[config.mk]
export PLATFORM = sky130hd
export DESIGN_NAME = escaped_packet_deframer_flat
export DESIGN_NICKNAME = d
export VERILOG_FILES = /design/src/rtl/core/epd_pkg.sv /design/src/rtl/core/epd_in_if.sv /design/src/rtl/core/epd_out_if.sv /design/src/rtl/core/epd_in_stage.sv /design/src/rtl/core/epd_decode.sv /design/src/rtl/core/epd_out_stage.sv /design/src/rtl/core/escaped_packet_deframer.sv /design/src/flat_wrapper.sv
export SDC_FILE = /design/constraint.sdc
export NUM_CORES = 1
export LEC_CHECK = 0
export BUFFER_PORTS_ARGS = -buffer_cell sky130_fd_sc_hd__buf_2
export CAP_MARGIN = 20
export CORE_MARGIN = 1.5
export CORE_UTILIZATION = 35
export CTS_CLUSTER_DIAMETER = 50
export DETAILED_ROUTE_END_ITERATION = 8
export PLACE_DENSITY = 0.57
export SKIP_CTS_REPAIR_TIMING = 1
export SLEW_MARGIN = 5
export SYNTH_ARGS = -nofsm -noshare
export SYNTH_HDL_FRONTEND = slang
export SYNTH_SLANG_ARGS = --single-unit
[constraint.sdc]
create_clock -name clk -period 2.59 [get_ports clk]
set_input_delay 0.3885 -clock clk [delete_from_list [all_inputs] [get_ports clk]]
set_output_delay 0.3885 -clock clk [all_outputs]
set_load 0.005 [all_outputs]
[src/rtl/core/epd_pkg.sv]
// Package for the escaped packet deframer.
// Holds the framing codes, event kinds and the structs passed between stages.
// No dependencies.
package epd_pkg;

  localparam logic [7:0] ESC_CODE   = 8'h1B;
  localparam logic [7:0] START_CODE = 8'h01;
  localparam logic [7:0] END_CODE   = 8'h04;
  localparam logic [7:0] NO_OPCODE  = 8'hFF;
  localparam logic [8:0] COUNT_MAX  = 9'd511;

  typedef enum logic [2:0] {
    EV_PAYLOAD = 3'd0,
    EV_GOOD    = 3'd1,
    EV_BAD     = 3'd2,
    EV_BAD_ESC = 3'd3,
    EV_OVERRUN = 3'd4
  } event_kind_t;

  typedef struct packed {
    logic       valid;
    logic [7:0] data;
  } step_t;

  typedef struct packed {
    logic        valid;
    event_kind_t kind;
    logic [7:0]  payload;
    logic [7:0]  opcode;
  } result_t;

endpackage

[src/rtl/core/epd_in_if.sv]
// Receive byte channel of the escaped packet deframer.
// Valid/ready handshake carrying one received byte per transaction.
interface epd_in_if;
  logic       valid;
  logic       ready;
  logic [7:0] rx_byte;

  modport source (output valid, output rx_byte, input ready);
  modport sink (input valid, input rx_byte, output ready);
endinterface

[src/rtl/core/epd_out_if.sv]
// Event channel of the escaped packet deframer.
// Valid/ready handshake carrying one decoded event per transaction.
interface epd_out_if;
  logic       valid;
  logic       ready;
  logic [2:0] event_kind;
  logic [7:0] payload_byte;
  logic [7:0] frame_opcode;

  modport source (output valid, output event_kind, output payload_byte,
                  output frame_opcode, input ready);
  modport sink (input valid, input event_kind, input payload_byte,
                input frame_opcode, output ready);
endinterface

[src/rtl/core/epd_in_stage.sv]
// Input register of the escaped packet deframer.
// Depends on epd_pkg and epd_in_if.
module epd_in_stage (
  input  logic           clk,
  input  logic           rst,
  epd_in_if.sink         rx,
  input  logic           take,
  output epd_pkg::step_t step
);

  logic       valid;
  logic [7:0] data;

  assign rx.ready = !valid || take;
  assign step.valid = valid;
  assign step.data = data;

  always_ff @(posedge clk) begin
    if (rst) begin
      valid <= 1'b0;
    end else if (rx.valid && rx.ready) begin
      valid <= 1'b1;
    end else if (take) begin
      valid <= 1'b0;
    end
  end

  always_ff @(posedge clk) begin
    if (rx.valid && rx.ready) begin
      data <= rx.rx_byte;
    end
  end

endmodule

[src/rtl/core/epd_decode.sv]
// Frame decoder of the escaped packet deframer: framing state and per-byte update.
// Depends on epd_pkg.
module epd_decode (
  input  logic             clk,
  input  logic             rst,
  input  epd_pkg::step_t   step,
  input  logic             out_free,
  output logic             take,
  output epd_pkg::result_t res
);

  typedef enum logic [1:0] {
    PH_IDLE = 2'd0,
    PH_SIZE = 2'd1,
    PH_BODY = 2'd2
  } phase_t;

  phase_t     phase, phase_next;
  logic       esc_pending, esc_pending_next;
  logic [7:0] size, size_next;
  logic [8:0] byte_count, byte_count_next;
  logic [7:0] sum, sum_next;
  logic [7:0] opcode, opcode_next;
  logic       opcode_seen, opcode_seen_next;

  epd_pkg::result_t ev;
  logic [7:0]       b;
  logic             body;
  logic [8:0]       size_ext;
  logic [9:0]       count_add;
  logic [1:0]       weight;
  logic             good;

  assign b = step.data;
  assign body = (phase == PH_BODY);
  assign size_ext = {1'b0, size};
  assign good = (byte_count == size_ext + 9'd1) && (sum == 8'd0);

  always_comb begin
    weight = (b == epd_pkg::ESC_CODE) ? 2'd2 : 2'd1;
    count_add = {1'b0, byte_count} + {8'd0, weight};
  end

  always_comb begin
    phase_next = phase;
    esc_pending_next = esc_pending;
    size_next = size;
    byte_count_next = byte_count;
    sum_next = sum;
    opcode_next = opcode;
    opcode_seen_next = opcode_seen;
    ev = '0;
    ev.kind = epd_pkg::EV_PAYLOAD;

    if (phase == PH_SIZE) begin
      size_next = b;
      sum_next = b;
      byte_count_next = '0;
      phase_next = PH_BODY;
    end else if (esc_pending) begin
      esc_pending_next = 1'b0;
      if (b == epd_pkg::START_CODE) begin
        phase_next = PH_SIZE;
        size_next = '0;
        byte_count_next = '0;
        sum_next = epd_pkg::NO_OPCODE;
        opcode_next = epd_pkg::NO_OPCODE;
        opcode_seen_next = 1'b0;
      end else if (body) begin
        if (b == epd_pkg::ESC_CODE) begin
          sum_next = sum + b;
          byte_count_next = (count_add > {1'b0, epd_pkg::COUNT_MAX}) ?
                            epd_pkg::COUNT_MAX : count_add[8:0];
          if (!opcode_seen) begin
            opcode_next = b;
            opcode_seen_next = 1'b1;
          end
          ev.valid = 1'b1;
          ev.payload = b;
        end else begin
          phase_next = PH_IDLE;
          size_next = '0;
          byte_count_next = '0;
          sum_next = epd_pkg::NO_OPCODE;
          opcode_next = epd_pkg::NO_OPCODE;
          opcode_seen_next = 1'b0;
          ev.valid = 1'b1;
          if (b == epd_pkg::END_CODE) begin
            if (good) begin
              ev.kind = epd_pkg::EV_GOOD;
              ev.opcode = opcode;
            end else begin
              ev.kind = epd_pkg::EV_BAD;
            end
          end else begin
            ev.kind = epd_pkg::EV_BAD_ESC;
          end
        end
      end
    end else if (b == epd_pkg::ESC_CODE) begin
      esc_pending_next = 1'b1;
    end else if (body) begin
      if (byte_count > size_ext) begin
        phase_next = PH_IDLE;
        size_next = '0;
        byte_count_next = '0;
        sum_next = epd_pkg::NO_OPCODE;
        opcode_next = epd_pkg::NO_OPCODE;
        opcode_seen_next = 1'b0;
        ev.valid = 1'b1;
        ev.kind = epd_pkg::EV_OVERRUN;
      end else begin
        // checksum byte when the count has reached the size, payload below it
        sum_next = sum + b;
        byte_count_next = (count_add > {1'b0, epd_pkg::COUNT_MAX}) ?
                          epd_pkg::COUNT_MAX : count_add[8:0];
        if (byte_count != size_ext) begin
          if (!opcode_seen) begin
            opcode_next = b;
            opcode_seen_next = 1'b1;
          end
          ev.valid = 1'b1;
          ev.payload = b;
        end
      end
    end
  end

  assign take = step.valid && (!ev.valid || out_free);

  always_comb begin
    res = ev;
    res.valid = take && ev.valid;
  end

  always_ff @(posedge clk) begin
    if (rst) begin
      phase <= PH_IDLE;
      esc_pending <= 1'b0;
      size <= '0;
      byte_count <= '0;
      sum <= epd_pkg::NO_OPCODE;
      opcode <= epd_pkg::NO_OPCODE;
      opcode_seen <= 1'b0;
    end else if (take) begin
      unique case (phase_next)
        PH_IDLE, PH_SIZE, PH_BODY: phase <= phase_next;
        default: phase <= PH_IDLE;
      endcase
      esc_pending <= esc_pending_next;
      size <= size_next;
      byte_count <= byte_count_next;
      sum <= sum_next;
      opcode <= opcode_next;
      opcode_seen <= opcode_seen_next;
    end
  end

`ifndef SYNTHESIS
  a_size_to_body: assert property (@(posedge clk) disable iff (rst)
    take && phase == PH_SIZE |=> phase == PH_BODY && byte_count == 9'd0)
    else $error("size byte did not open the frame body");

  a_end_clears: assert property (@(posedge clk) disable iff (rst)
    res.valid && res.kind != epd_pkg::EV_PAYLOAD |=> phase == PH_IDLE && !opcode_seen)
    else $error("frame end or abort left frame state behind");

  a_opcode_reset: assert property (@(posedge clk) disable iff (rst)
    !opcode_seen |-> opcode == epd_pkg::NO_OPCODE)
    else $error("opcode captured without opcode_seen");

  a_result_needs_byte: assert property (@(posedge clk) disable iff (rst)
    res.valid |-> step.valid && out_free)
    else $error("event produced without a byte or a free output slot");
`endif

endmodule

[src/rtl/core/epd_out_stage.sv]
// Output register of the escaped packet deframer.
// Depends on epd_pkg and epd_out_if.
module epd_out_stage (
  input  logic             clk,
  input  logic             rst,
  input  epd_pkg::result_t res,
  output logic             out_free,
  epd_out_if.source        ev
);

  logic             valid;
  epd_pkg::result_t data;

  assign out_free = !valid || ev.ready;
  assign ev.valid = valid;
  assign ev.event_kind = data.kind;
  assign ev.payload_byte = data.payload;
  assign ev.frame_opcode = data.opcode;

  always_ff @(posedge clk) begin
    if (rst) begin
      valid <= 1'b0;
    end else if (res.valid) begin
      valid <= 1'b1;
    end else if (ev.ready) begin
      valid <= 1'b0;
    end
  end

  always_ff @(posedge clk) begin
    if (res.valid) begin
      data <= res;
    end
  end

endmodule

[src/rtl/core/escaped_packet_deframer.sv]
// Top level of the escaped packet deframer.
// Depends on epd_pkg, epd_in_if, epd_out_if, epd_in_stage, epd_decode, epd_out_stage.
//
// Recognizes byte-stuffed frames (ESC 0x01 start, size byte, body, ESC 0x04
// end, ESC ESC for a literal 0x1B) and emits one event per payload byte plus
// a good/bad/abort event at frame end. Each received byte is decoded
// combinationally between the input register and the event register, so one
// byte is accepted every cycle; a stall on the event side stops intake only
// when a byte that makes an event meets a full event register. A byte passes
// the input register and then the event register on its way to its event.
module escaped_packet_deframer (
  input  logic      clk,
  input  logic      rst,
  epd_in_if.sink    rx,
  epd_out_if.source events
);

  epd_pkg::step_t   step;
  epd_pkg::result_t res;
  logic             take;
  logic             out_free;

  epd_in_stage u_in (
    .clk  (clk),
    .rst  (rst),
    .rx   (rx),
    .take (take),
    .step (step)
  );

  epd_decode u_decode (
    .clk      (clk),
    .rst      (rst),
    .step     (step),
    .out_free (out_free),
    .take     (take),
    .res      (res)
  );

  epd_out_stage u_out (
    .clk      (clk),
    .rst      (rst),
    .res      (res),
    .out_free (out_free),
    .ev       (events)
  );

endmodule

[src/flat_wrapper.sv]
// flat-port wrapper written by rule: the top's interface ports become plain ports
module escaped_packet_deframer_flat 
  (clk, rst, rx_valid, rx_rx_byte, rx_ready, events_valid, events_event_kind, events_payload_byte, events_frame_opcode, events_ready);
  epd_in_if rx_i ();
  epd_out_if events_i ();
  input  logic clk;
  input  logic rst;
  input wire logic [$bits(rx_i.valid)-1:0] rx_valid;
  input wire logic [$bits(rx_i.rx_byte)-1:0] rx_rx_byte;
  output wire logic [$bits(rx_i.ready)-1:0] rx_ready;
  output wire logic [$bits(events_i.valid)-1:0] events_valid;
  output wire logic [$bits(events_i.event_kind)-1:0] events_event_kind;
  output wire logic [$bits(events_i.payload_byte)-1:0] events_payload_byte;
  output wire logic [$bits(events_i.frame_opcode)-1:0] events_frame_opcode;
  input wire logic [$bits(events_i.ready)-1:0] events_ready;
  assign rx_i.valid = rx_valid;
  assign rx_i.rx_byte = rx_rx_byte;
  assign rx_ready = rx_i.ready;
  assign events_valid = events_i.valid;
  assign events_event_kind = events_i.event_kind;
  assign events_payload_byte = events_i.payload_byte;
  assign events_frame_opcode = events_i.frame_opcode;
  assign events_i.ready = events_ready;
  escaped_packet_deframer u_core (.clk(clk), .rst(rst), .rx(rx_i), .events(events_i));
endmodule
# Word level (Yosys, flattened, before mapping)
# Index checks and enable logic that the tools add are counted.
[word_totals]
reg_bits = 66
latch_bits = 0
ram_bits = 0
romBits = 0
out_inout_bits = 21
elab_cells = 137
memories = 0
[classes]
add_sub_neg = 3
n_mul = 0
div_mod_pow = 0
n_lt_le_gt_ge = 2
n_eq_ne = 12
shift = 0
mux = 76
bitwise_logic = 5
reduce_logical = 26
[op_table]
columns = ["operator", "count"]
rows = [
  ["two-way mux 8 bit", 32],
  ["two-way mux 9 bit", 9],
  ["two-way mux 20 bit", 3],
  ["two-way mux 12 bit", 3],
  ["two-way mux 2 bit", 12],
  ["two-way mux 1 bit", 15],
  ["AND reduction 6 bit", 2],
  ["nonzero test 3 bit", 4],
  ["adder 9 x 2 -> 10 bit", 1],
  ["> comparator 10 x 9 -> 1 bit (second input constant)", 1],
  ["adder 8 x 1 -> 9 bit (second input constant)", 1],
  ["== test 9 bit", 1],
  ["> comparator 9 x 8 -> 1 bit", 1],
  ["!= test 9 x 8 -> 1 bit", 1],
  ["adder 8 bit", 1],
  ["== test 8 x 1 -> 1 bit (second input constant)", 1],
  ["== test 8 x 3 -> 1 bit (second input constant)", 1],
  ["== test 8 x 5 -> 1 bit (second input constant)", 1],
  ["logical NOT 8 bit", 1],
  ["nonzero test 2 bit", 4],
  ["OR reduction 7 bit", 1],
  ["two-way mux 3 bit", 2],
  ["!= test 3 bit (second input constant)", 2],
  ["inverter 1 bit", 5],
  ["other kinds (10)", 19],
]

# Longest topological paths before layout
# Gate-level depths: netlist of run 1.
[logic_depth]
ltp_word = 16
depth_mapped = 11

# By module
# Synthesis of run 1 repeated with hierarchy kept, for this count alone.
[hier_totals]
cells_unflattened = 399
area_unflattened_um2 = 3761.1
[modules_own_cells]
columns = ["module", "n_inst", "cells_each", "area_per_inst_um2", "seq_area_each_um2"]
rows = [
  ["epd_decode", 1, 362, 2841.5, 740.7],
  ["epd_out_stage", 1, 23, 616.8, 590.6],
  ["epd_in_stage", 1, 14, 302.8, 260.2],
]

# Worst setup path after synthesis of run 1
# OpenSTA, ideal clock, no wires.
[synth_path]
path_kind = "reg-to-reg"
startpoint = "reg u_core.u_decode.size[2]"
endpoint = "reg u_core.u_in.data[0], enable pin"
setup_time_ns = 0.332
t_arrival_ns = 2.172
required_ns = 2.258
setup_slack_ns = 0.086
stages_incl_launch_ff = 10
synth_period_minus_slack_ns = 2.504
cell_sequence = "dfxtp_1 > clkbuf_1 > inv_1 > ha_1 > nand3_1 > or3_4 > nor2b_1 > and2_1 > o21ai_1 > and2_1"
[synth_via]
elab_chain_cells = 12
[synth_lines]
columns = ["element", "line_no", "source"]
rows = [
  ["start, declared", "epd_decode.sv:20", "logic [7:0] size, size_next;"],
  ["start signal, assigned", "epd_decode.sv:151", "size <= size_next;"],
  ["branches (longest 2 deep; another with > comparator 9 x 8 -> 1 bit)", "n/a", ""],
  ["two-way mux 1 bit *", "epd_decode.sv:103", "if (byte_count > size_ext) begin"],
  ["two-way mux 12 bit *", "epd_decode.sv:102", "end else if (body) begin"],
  ["two-way mux 12 bit *", "epd_decode.sv:100", "end else if (b == epd_pkg::ESC_CODE) begin"],
  ["two-way mux 12 bit *", "epd_decode.sv:60", "end else if (esc_pending) begin"],
  ["two-way mux 20 bit *", "epd_decode.sv:55", "if (phase == PH_SIZE) begin"],
  ["logical NOT 1 bit *", "epd_decode.sv:129", "assign take = step.valid && (!ev.valid || out_free);"],
  ["logical OR 1 bit *", "epd_decode.sv:129", ""],
  ["logical AND 1 bit *", "epd_decode.sv:129", ""],
  ["logical OR 1 bit *", "epd_in_stage.sv:14", "assign rx.ready = !valid || take;"],
  ["via rx_ready", "flat_wrapper.sv:10", "output wire logic [$bits(rx_i.ready)-1:0] rx_ready;"],
  ["logical AND 1 bit *", "epd_in_stage.sv:29", "if (rx.valid && rx.ready) begin"],
  ["end signal, assigned", "epd_in_stage.sv:30", "data <= rx.rx_byte;"],
  ["end, declared", "epd_in_stage.sv:12", "logic [7:0] data;"],
]
# Mark *: on every way through the listed nets, which the timed path passes.
# A chain may end at the register's enable or synchronous reset.

# Worst setup path after layout of run 1
[layout_path]
startpoint = "reg u_core.u_decode.size[5]"
endpoint = "out rx_ready"
[layout_via]
elab_chain_cells = 11
[layout_lines]
columns = ["element", "line_no"]
rows = [
  ["branches (longest 2 deep; another with > comparator 9 x 8 -> 1 bit)", "n/a"],
  ["two-way mux 1 bit *", "epd_decode.sv:103"],
  ["two-way mux 12 bit *", "epd_decode.sv:102"],
  ["two-way mux 12 bit *", "epd_decode.sv:100"],
  ["two-way mux 12 bit *", "epd_decode.sv:60"],
  ["two-way mux 20 bit *", "epd_decode.sv:55"],
  ["logical NOT 1 bit *", "epd_decode.sv:129"],
  ["logical OR 1 bit *", "epd_decode.sv:129"],
  ["logical AND 1 bit *", "epd_decode.sv:129"],
  ["logical OR 1 bit *", "epd_in_stage.sv:14"],
  ["end, declared", "flat_wrapper.sv:10"],
]
# Mark *: on every way between the ends.

==> metrics.txt, run 1 <==
DRC viols 0; Routed Antenna Nets 0; Tcrit/Tclk final 1.00; Synth area leaders edfxtp_1 20%, dfxtp_1 20%, ha_1 6.3%; core box area 10900 sq um; Area growth, synth to finish 24.2%; Fin. Hold Viols 0; Top FF cell, synth dfxtp_1; CTS tree yes; TNS Setup -0.00249 ns; nets@finish 512; Post-synth EDFFs 27; global route overflow 0; Worst path slowest cell or3_4; compound-gate portion of the synthesized area 0.211; fmax 386 MHz; RSZ-0062 raised after global routing yes; worst-path cell chain inv_1 -> ha_1 -> nand4b_4 -> or3_4 -> nor2b_4 -> and2_4 -> o21ai_4 -> buf_4 -> buf_2; Syn Area/Cell 9.49 sq um; XOR/XNOR share of the synthesized area 0.0288; Netlist cell types 73; PD cells 533 nW/um^2; Register-to-Register Path Depth 7; Die H 109 um; drt total wl 10400 um; TritonCTS Buffers 9; clk_skew 0.00763 ns; Cell Area, Synth 3960 sq um; busiest grt layer met2; drt first pass iters 4; Worst Path Arrival 2.20 ns; worst-margin pin slew 0.531 ns; status finished, violations left; GPL Wtd Cong 0.891; Critical Setup Path Class flip-flop to output port; largest net degree at the start of global routing 27; vias in the first global route 3283; max_cap viols 0; Port Buf Inserts 32; Filler cells 1041; gr usage total 0.183; DP HPWL 7610 um; Yosys top cell area share 0.205; Clock transition at path regs 0.06 ns; Ys Warns 0; CP required 2.20 ns; Synth Area in Adders 0.0733; final core occ 0.450; die width 109 um; worst hold path type input pin to flip-flop; initial antenna violation count 0; grt met2 use 0.300; syn nets 451; critical path's largest stage delay 0.37 ns; Place WS 0.0673 ns; Slew Limit Fails 0; P_leak 1.97 nW; Seq/Total Area, Yosys 0.402; Starting Density 0.362; hold path depth 1; Mapped Cells 417; Longest Clk Path Bufs 2; first-pass GRT wire length 16700 um; M3 GR Usage 0.0427; Row Count 38; main combinational cell family by area after synthesis simple AND/OR/NAND/NOR gates; fraction of layout cells with a size suffix above 1 0.271; wire per inst 16.8 um; Async SR Flop Fraction 0; Slew headroom 0.643; Iter 0 DRT Violations 214; CP max FO 5; Clock Latency Late Sink 0.33 ns; met1 GRT Util 0.240; VDD IR-drop max 381 uV; Post-Synth Simple-Gate Area 0.220; CP Capture Type output port; Inserted Diodes 0; vias 3376; vias per cell 5.42; Die ar. 12000 sq um; largest area contributor in the netlist edfxtp_1; minimum clock period 2.59 ns; crit path launch type flip-flop; most common cell after layout, fill and taps aside nor2_1; mux contribution to synthesized area 0.00759; CTS Root Cell clkbuf_16; commonest cells after routing, fill and taps aside 42 x nor2_1, 39 x buf_4, 34 x a21oi_1; Clock Sinks 66; final setup vio count 1; worst setup margin -0.00249 ns; I/O pins 33; H-Tree Level Count 3; failing checks setup timing; Synth Register Bits 66
state kept, by name (all words and copies together) (netlist names):
register                      cells
u_core.u_out.ev.valid             1
u_core.u_in.valid                 1
u_core.u_decode.esc_pending       1
u_core.u_decode.opcode            8
u_core.u_decode.phase             2
u_core.u_decode.opcode_seen       1
u_core.u_decode.byte_count        9
u_core.u_out.ev.frame_opcode      8
u_core.u_in.data                  8
u_core.u_decode.sum               8
u_core.u_decode.size              8
u_core.u_out.ev.event_kind        3
u_core.u_out.ev.payload_byte      8
area by class of cell:
| cell class | instances | area (sq um) | share of cell area |
|---|---|---|---|
| multi-input combinational | 303 | 2240 | 0.455 |
| sequential | 66 | 1600 | 0.326 |
| timing repair buffer | 73 | 493 | 0.100 |
| clock buffer | 10 | 239 | 0.0486 |
| tap | 140 | 175 | 0.0356 |
| inverter | 25 | 97.6 | 0.0199 |
| clock inverter | 6 | 71.3 | 0.0145 |
synth_stat cells, types with 4 or more instances:
master	instances
nor2b_1	9
nand3_1	14
nand2_1	18
a211oi_1	6
o22ai_1	6
a22oi_1	9
and2_1	11
o21ai_1	11
clkbuf_1	11
and3_1	6
xor2_1	4
dfxtp_1	39
o21ai_0	9
nand3b_1	5
buf_6	5
nor2_1	42
nand2b_1	4
inv_1	25
nor3_1	7
a22o_1	8
nor4_1	4
edfxtp_1	27
ha_1	20
xnor2_1	9
a21oi_1	35
power by group:
part | switching (mW) | total (mW) | internal (mW)
clock network | 0.499 | 1.28 | 0.782
logic | 0.130 | 0.228 | 0.0984
registers | 0.0180 | 1.11 | 1.09
worst paths after layout:
check | startpoint | slack (ns) | endpoint
max | u_core.u_decode.size[5]$_SDFFE_PP0P_ | -0.002 | rx_ready
min reg2reg | u_core.u_decode.byte_count[0]$_SDFFE_PP0P_ | 0.49 | u_core.u_decode.byte_count[0]$_SDFFE_PP0P_
max reg2reg | u_core.u_in.data[7]$_DFFE_PP_ | 0.13 | u_core.u_decode.opcode[6]$_SDFFE_PP1P_
min | rx_rx_byte[5] | 0.23 | u_core.u_in.data[5]$_DFFE_PP_
stage by stage:
stage                     hold WS, ns  area, sq um  cells  total power [mW]
after floorplan                 0.465         3960    417              1.28
after detailed placement        0.497         4430    600              1.35
final                           0.228         4920    623              2.62
after CTS                       0.220         4740    616              2.63
after global placement          0.480         4430    600              1.35
after global routing            0.219         4920    623              2.71
critical path: cells and delay by family, from the launching register on:
kind	cells	cell delay (ns)
compound gates	1	0.12
flops	1	0.34
fa+ha+maj	1	0.32
simple gates	4	0.80
buf+inv	3	0.28
cells by family (layout without fill, tap and decap cells):
family,Yosys count,in the layout
compound gates,118,118
simple gates,147,147
mux,3,3
xor+xnor,13,13
buf+inv,48,114
fa+ha+maj,22,22
flops,66,66
routing by layer:
metal,routed length (um),up-vias
met5,0,-
met3,566,14
met4,161,0
met2,4910,86
met1,4800,1618
li1,-,1658
Power figures use the tool's default switching activity.
==> inputs of run 2 (changes only) <==
--- a/config.mk
+++ b/config.mk
@@ -11,7 +11,6 @@
 export CORE_UTILIZATION = 35
 export CTS_CLUSTER_DIAMETER = 50
 export DETAILED_ROUTE_END_ITERATION = 8
-export PLACE_DENSITY = 0.57
 export SKIP_CTS_REPAIR_TIMING = 1
 export SLEW_MARGIN = 5
 export SYNTH_ARGS = -nofsm -noshare
==> run 2 against run 1 <==
The flow now finishes without violations. Flip-flop and latch count is the same. Register-to-register slack gained 0.02 ns. Critical endpoint unchanged. Non-clock buffer count is the same. First-iteration DRC count shrank 9.3%. Die area is the same. Critical path depth is the same. Setup slack gained 0.022 ns. Count of clock-buffer cells in the layout is the same. Final cell count is the same. Core utilization grew 0.27 points. Global-route usage shrank 0.67 points.
==> metrics.txt, run 2 (synthesized netlist as in run 1, its figures left out) <==
core box area 10900 sq um (unchanged); H-Tree Level Count 3 (unchanged); CP max FO 4 (was 5); fmax 389 MHz (was 386 MHz); Layout Cells excl Fill 623 (unchanged); Row Count 38 (unchanged); nets@finish 512 (unchanged); CTS tree yes (unchanged); Die H 109 um (unchanged); global route overflow 0 (unchanged); TNS Setup 0 ns (was -0.00249 ns); most common cell after layout, fill and taps aside nor2_1 (unchanged); Tot Pwr 2.53 mW (was 2.62 mW); placed instance area 4470 sq um (was 4430 sq um); largest net degree at the start of global routing 22 (was 27); status complete, no violations (was finished, violations left); gr usage total 0.177 (was 0.183); final core occ 0.452 (was 0.450); DRC viols 0 (unchanged); worst hold path type input pin to flip-flop (unchanged); Iter 0 DRT Violations 194 (was 214); Slew Limit Fails 0 (unchanged); wire per inst 16.4 um (was 16.8 um); TritonCTS Buffers 9 (unchanged); minimum clock period 2.57 ns (was 2.59 ns); GPL Wtd Cong 0.866 (was 0.891); Clock Latency Late Sink 0.33 ns (about the same); Area growth, synth to finish 25.0% (was 24.2%); CTS Root Cell clkbuf_16 (unchanged); commonest cells after routing, fill and taps aside 42 x nor2_1, 39 x buf_4, 34 x a21oi_1 (unchanged); Clock transition at path regs 0.06 ns (about the same); Hold WS 0.237 ns (was 0.228 ns); first-pass GRT wire length 16200 um (was 16700 um); placed cells 604 (was 600); Reg with most FFs u_core.u_decode.byte_count (unchanged); Fin. Hold Viols 0 (unchanged); drt first pass iters 4 (unchanged); Worst Path Arrival 2.18 ns (was 2.20 ns); crit path launch type flip-flop (unchanged); Starting Density 0.362 (unchanged); Port Buf Inserts 32 (unchanged); Die ar. 12000 sq um (unchanged); max_cap viols 0 (unchanged); Slew headroom 0.557 (was 0.643); worst-margin pin slew 0.663 ns (was 0.531 ns); Clock Sinks 66 (unchanged); clk_skew 0.00463 ns (was 0.00763 ns); Routed Antenna Nets 0 (unchanged); vias in the first global route 3170 (was 3283); vias 3380 (was 3376); VDD IR-drop max 294 uV (was 381 uV); PD cells 511 nW/um^2 (was 533 nW/um^2); Critical Setup Path Class flip-flop to output port (unchanged); Place WS 0.0679 ns (was 0.0673 ns); I/O pins 33 (unchanged); worst setup margin 0.0192 ns (was -0.00249 ns); CP Capture Type output port (unchanged); DP HPWL 7420 um (was 7610 um); P_leak 1.97 nW (about the same); initial antenna violation count 0 (unchanged); die width 109 um (unchanged); number of flip-flops under the largest register name 9 (unchanged); vias per cell 5.43 (was 5.42); CP required 2.20 ns (about the same); RSZ-0062 raised after global routing yes (unchanged); Inserted Diodes 0 (unchanged); fraction of layout cells with a size suffix above 1 0.286 (was 0.271); drt total wl 10200 um (was 10400 um); final setup vio count 0 (was 1); Design Area, Final 4950 sq um (was 4920 sq um); Longest Clk Path Bufs 2 (unchanged); Tcrit/Tclk final 0.993 (was 1.00)
-- run 2: final cells by class --
type                    count  area (sq um)
repair buffers             73           493
flip-flops and latches     66          1600
clock inverters             6          47.5
inverters                  25          93.8
clock buffers              10           250
well taps                 140           175
multi-input cells         303          2280
fillers                  1049          5990
-- run 2: worst max-delay path: stages (launching register included) --
cell	delay (ns)
dfxtp_4	0.37
inv_2	0.06
ha_4	0.27
nand3_2	0.08
or3_4	0.41
nor2b_4	0.15
and2_4	0.15
o21ai_2	0.13
buf_4	0.13
buf_2	0.10
-- run 2: path summary, 6_finish.rpt --
check	to	start	slack, ns	depth (start not counted)
worst min-delay path	u_core.u_in.data[0]$_DFFE_PP_	rx_rx_byte[0]	0.24	1
worst max register to register	u_core.u_decode.byte_count[8]$_SDFFE_PP0P_	u_core.u_in.data[7]$_DFFE_PP_	0.15	8
worst max-delay path	rx_ready	u_core.u_decode.size[1]$_SDFFE_PP0P_	0.02	9
worst min register to register	u_core.u_decode.byte_count[0]$_SDFFE_PP0P_	u_core.u_decode.byte_count[0]$_SDFFE_PP0P_	0.49	2
-- run 2: power breakdown --
group	internal [mW]	switching [mW]	total [mW]
combinational	0.0992	0.132	0.231
sequential	1.09	0.0161	1.11
clock	0.712	0.476	1.19
-- run 2: metal layers --
metal	share of wire	GRT usage	wire (um)	up-vias
li1	-	-	-	1656
met1	0.47	0.240	4790	1630
met2	0.47	0.285	4820	79
met3	0.046	0.0302	472	15
met4	0.015	0.0557	153	0
met5	0	0	0	-
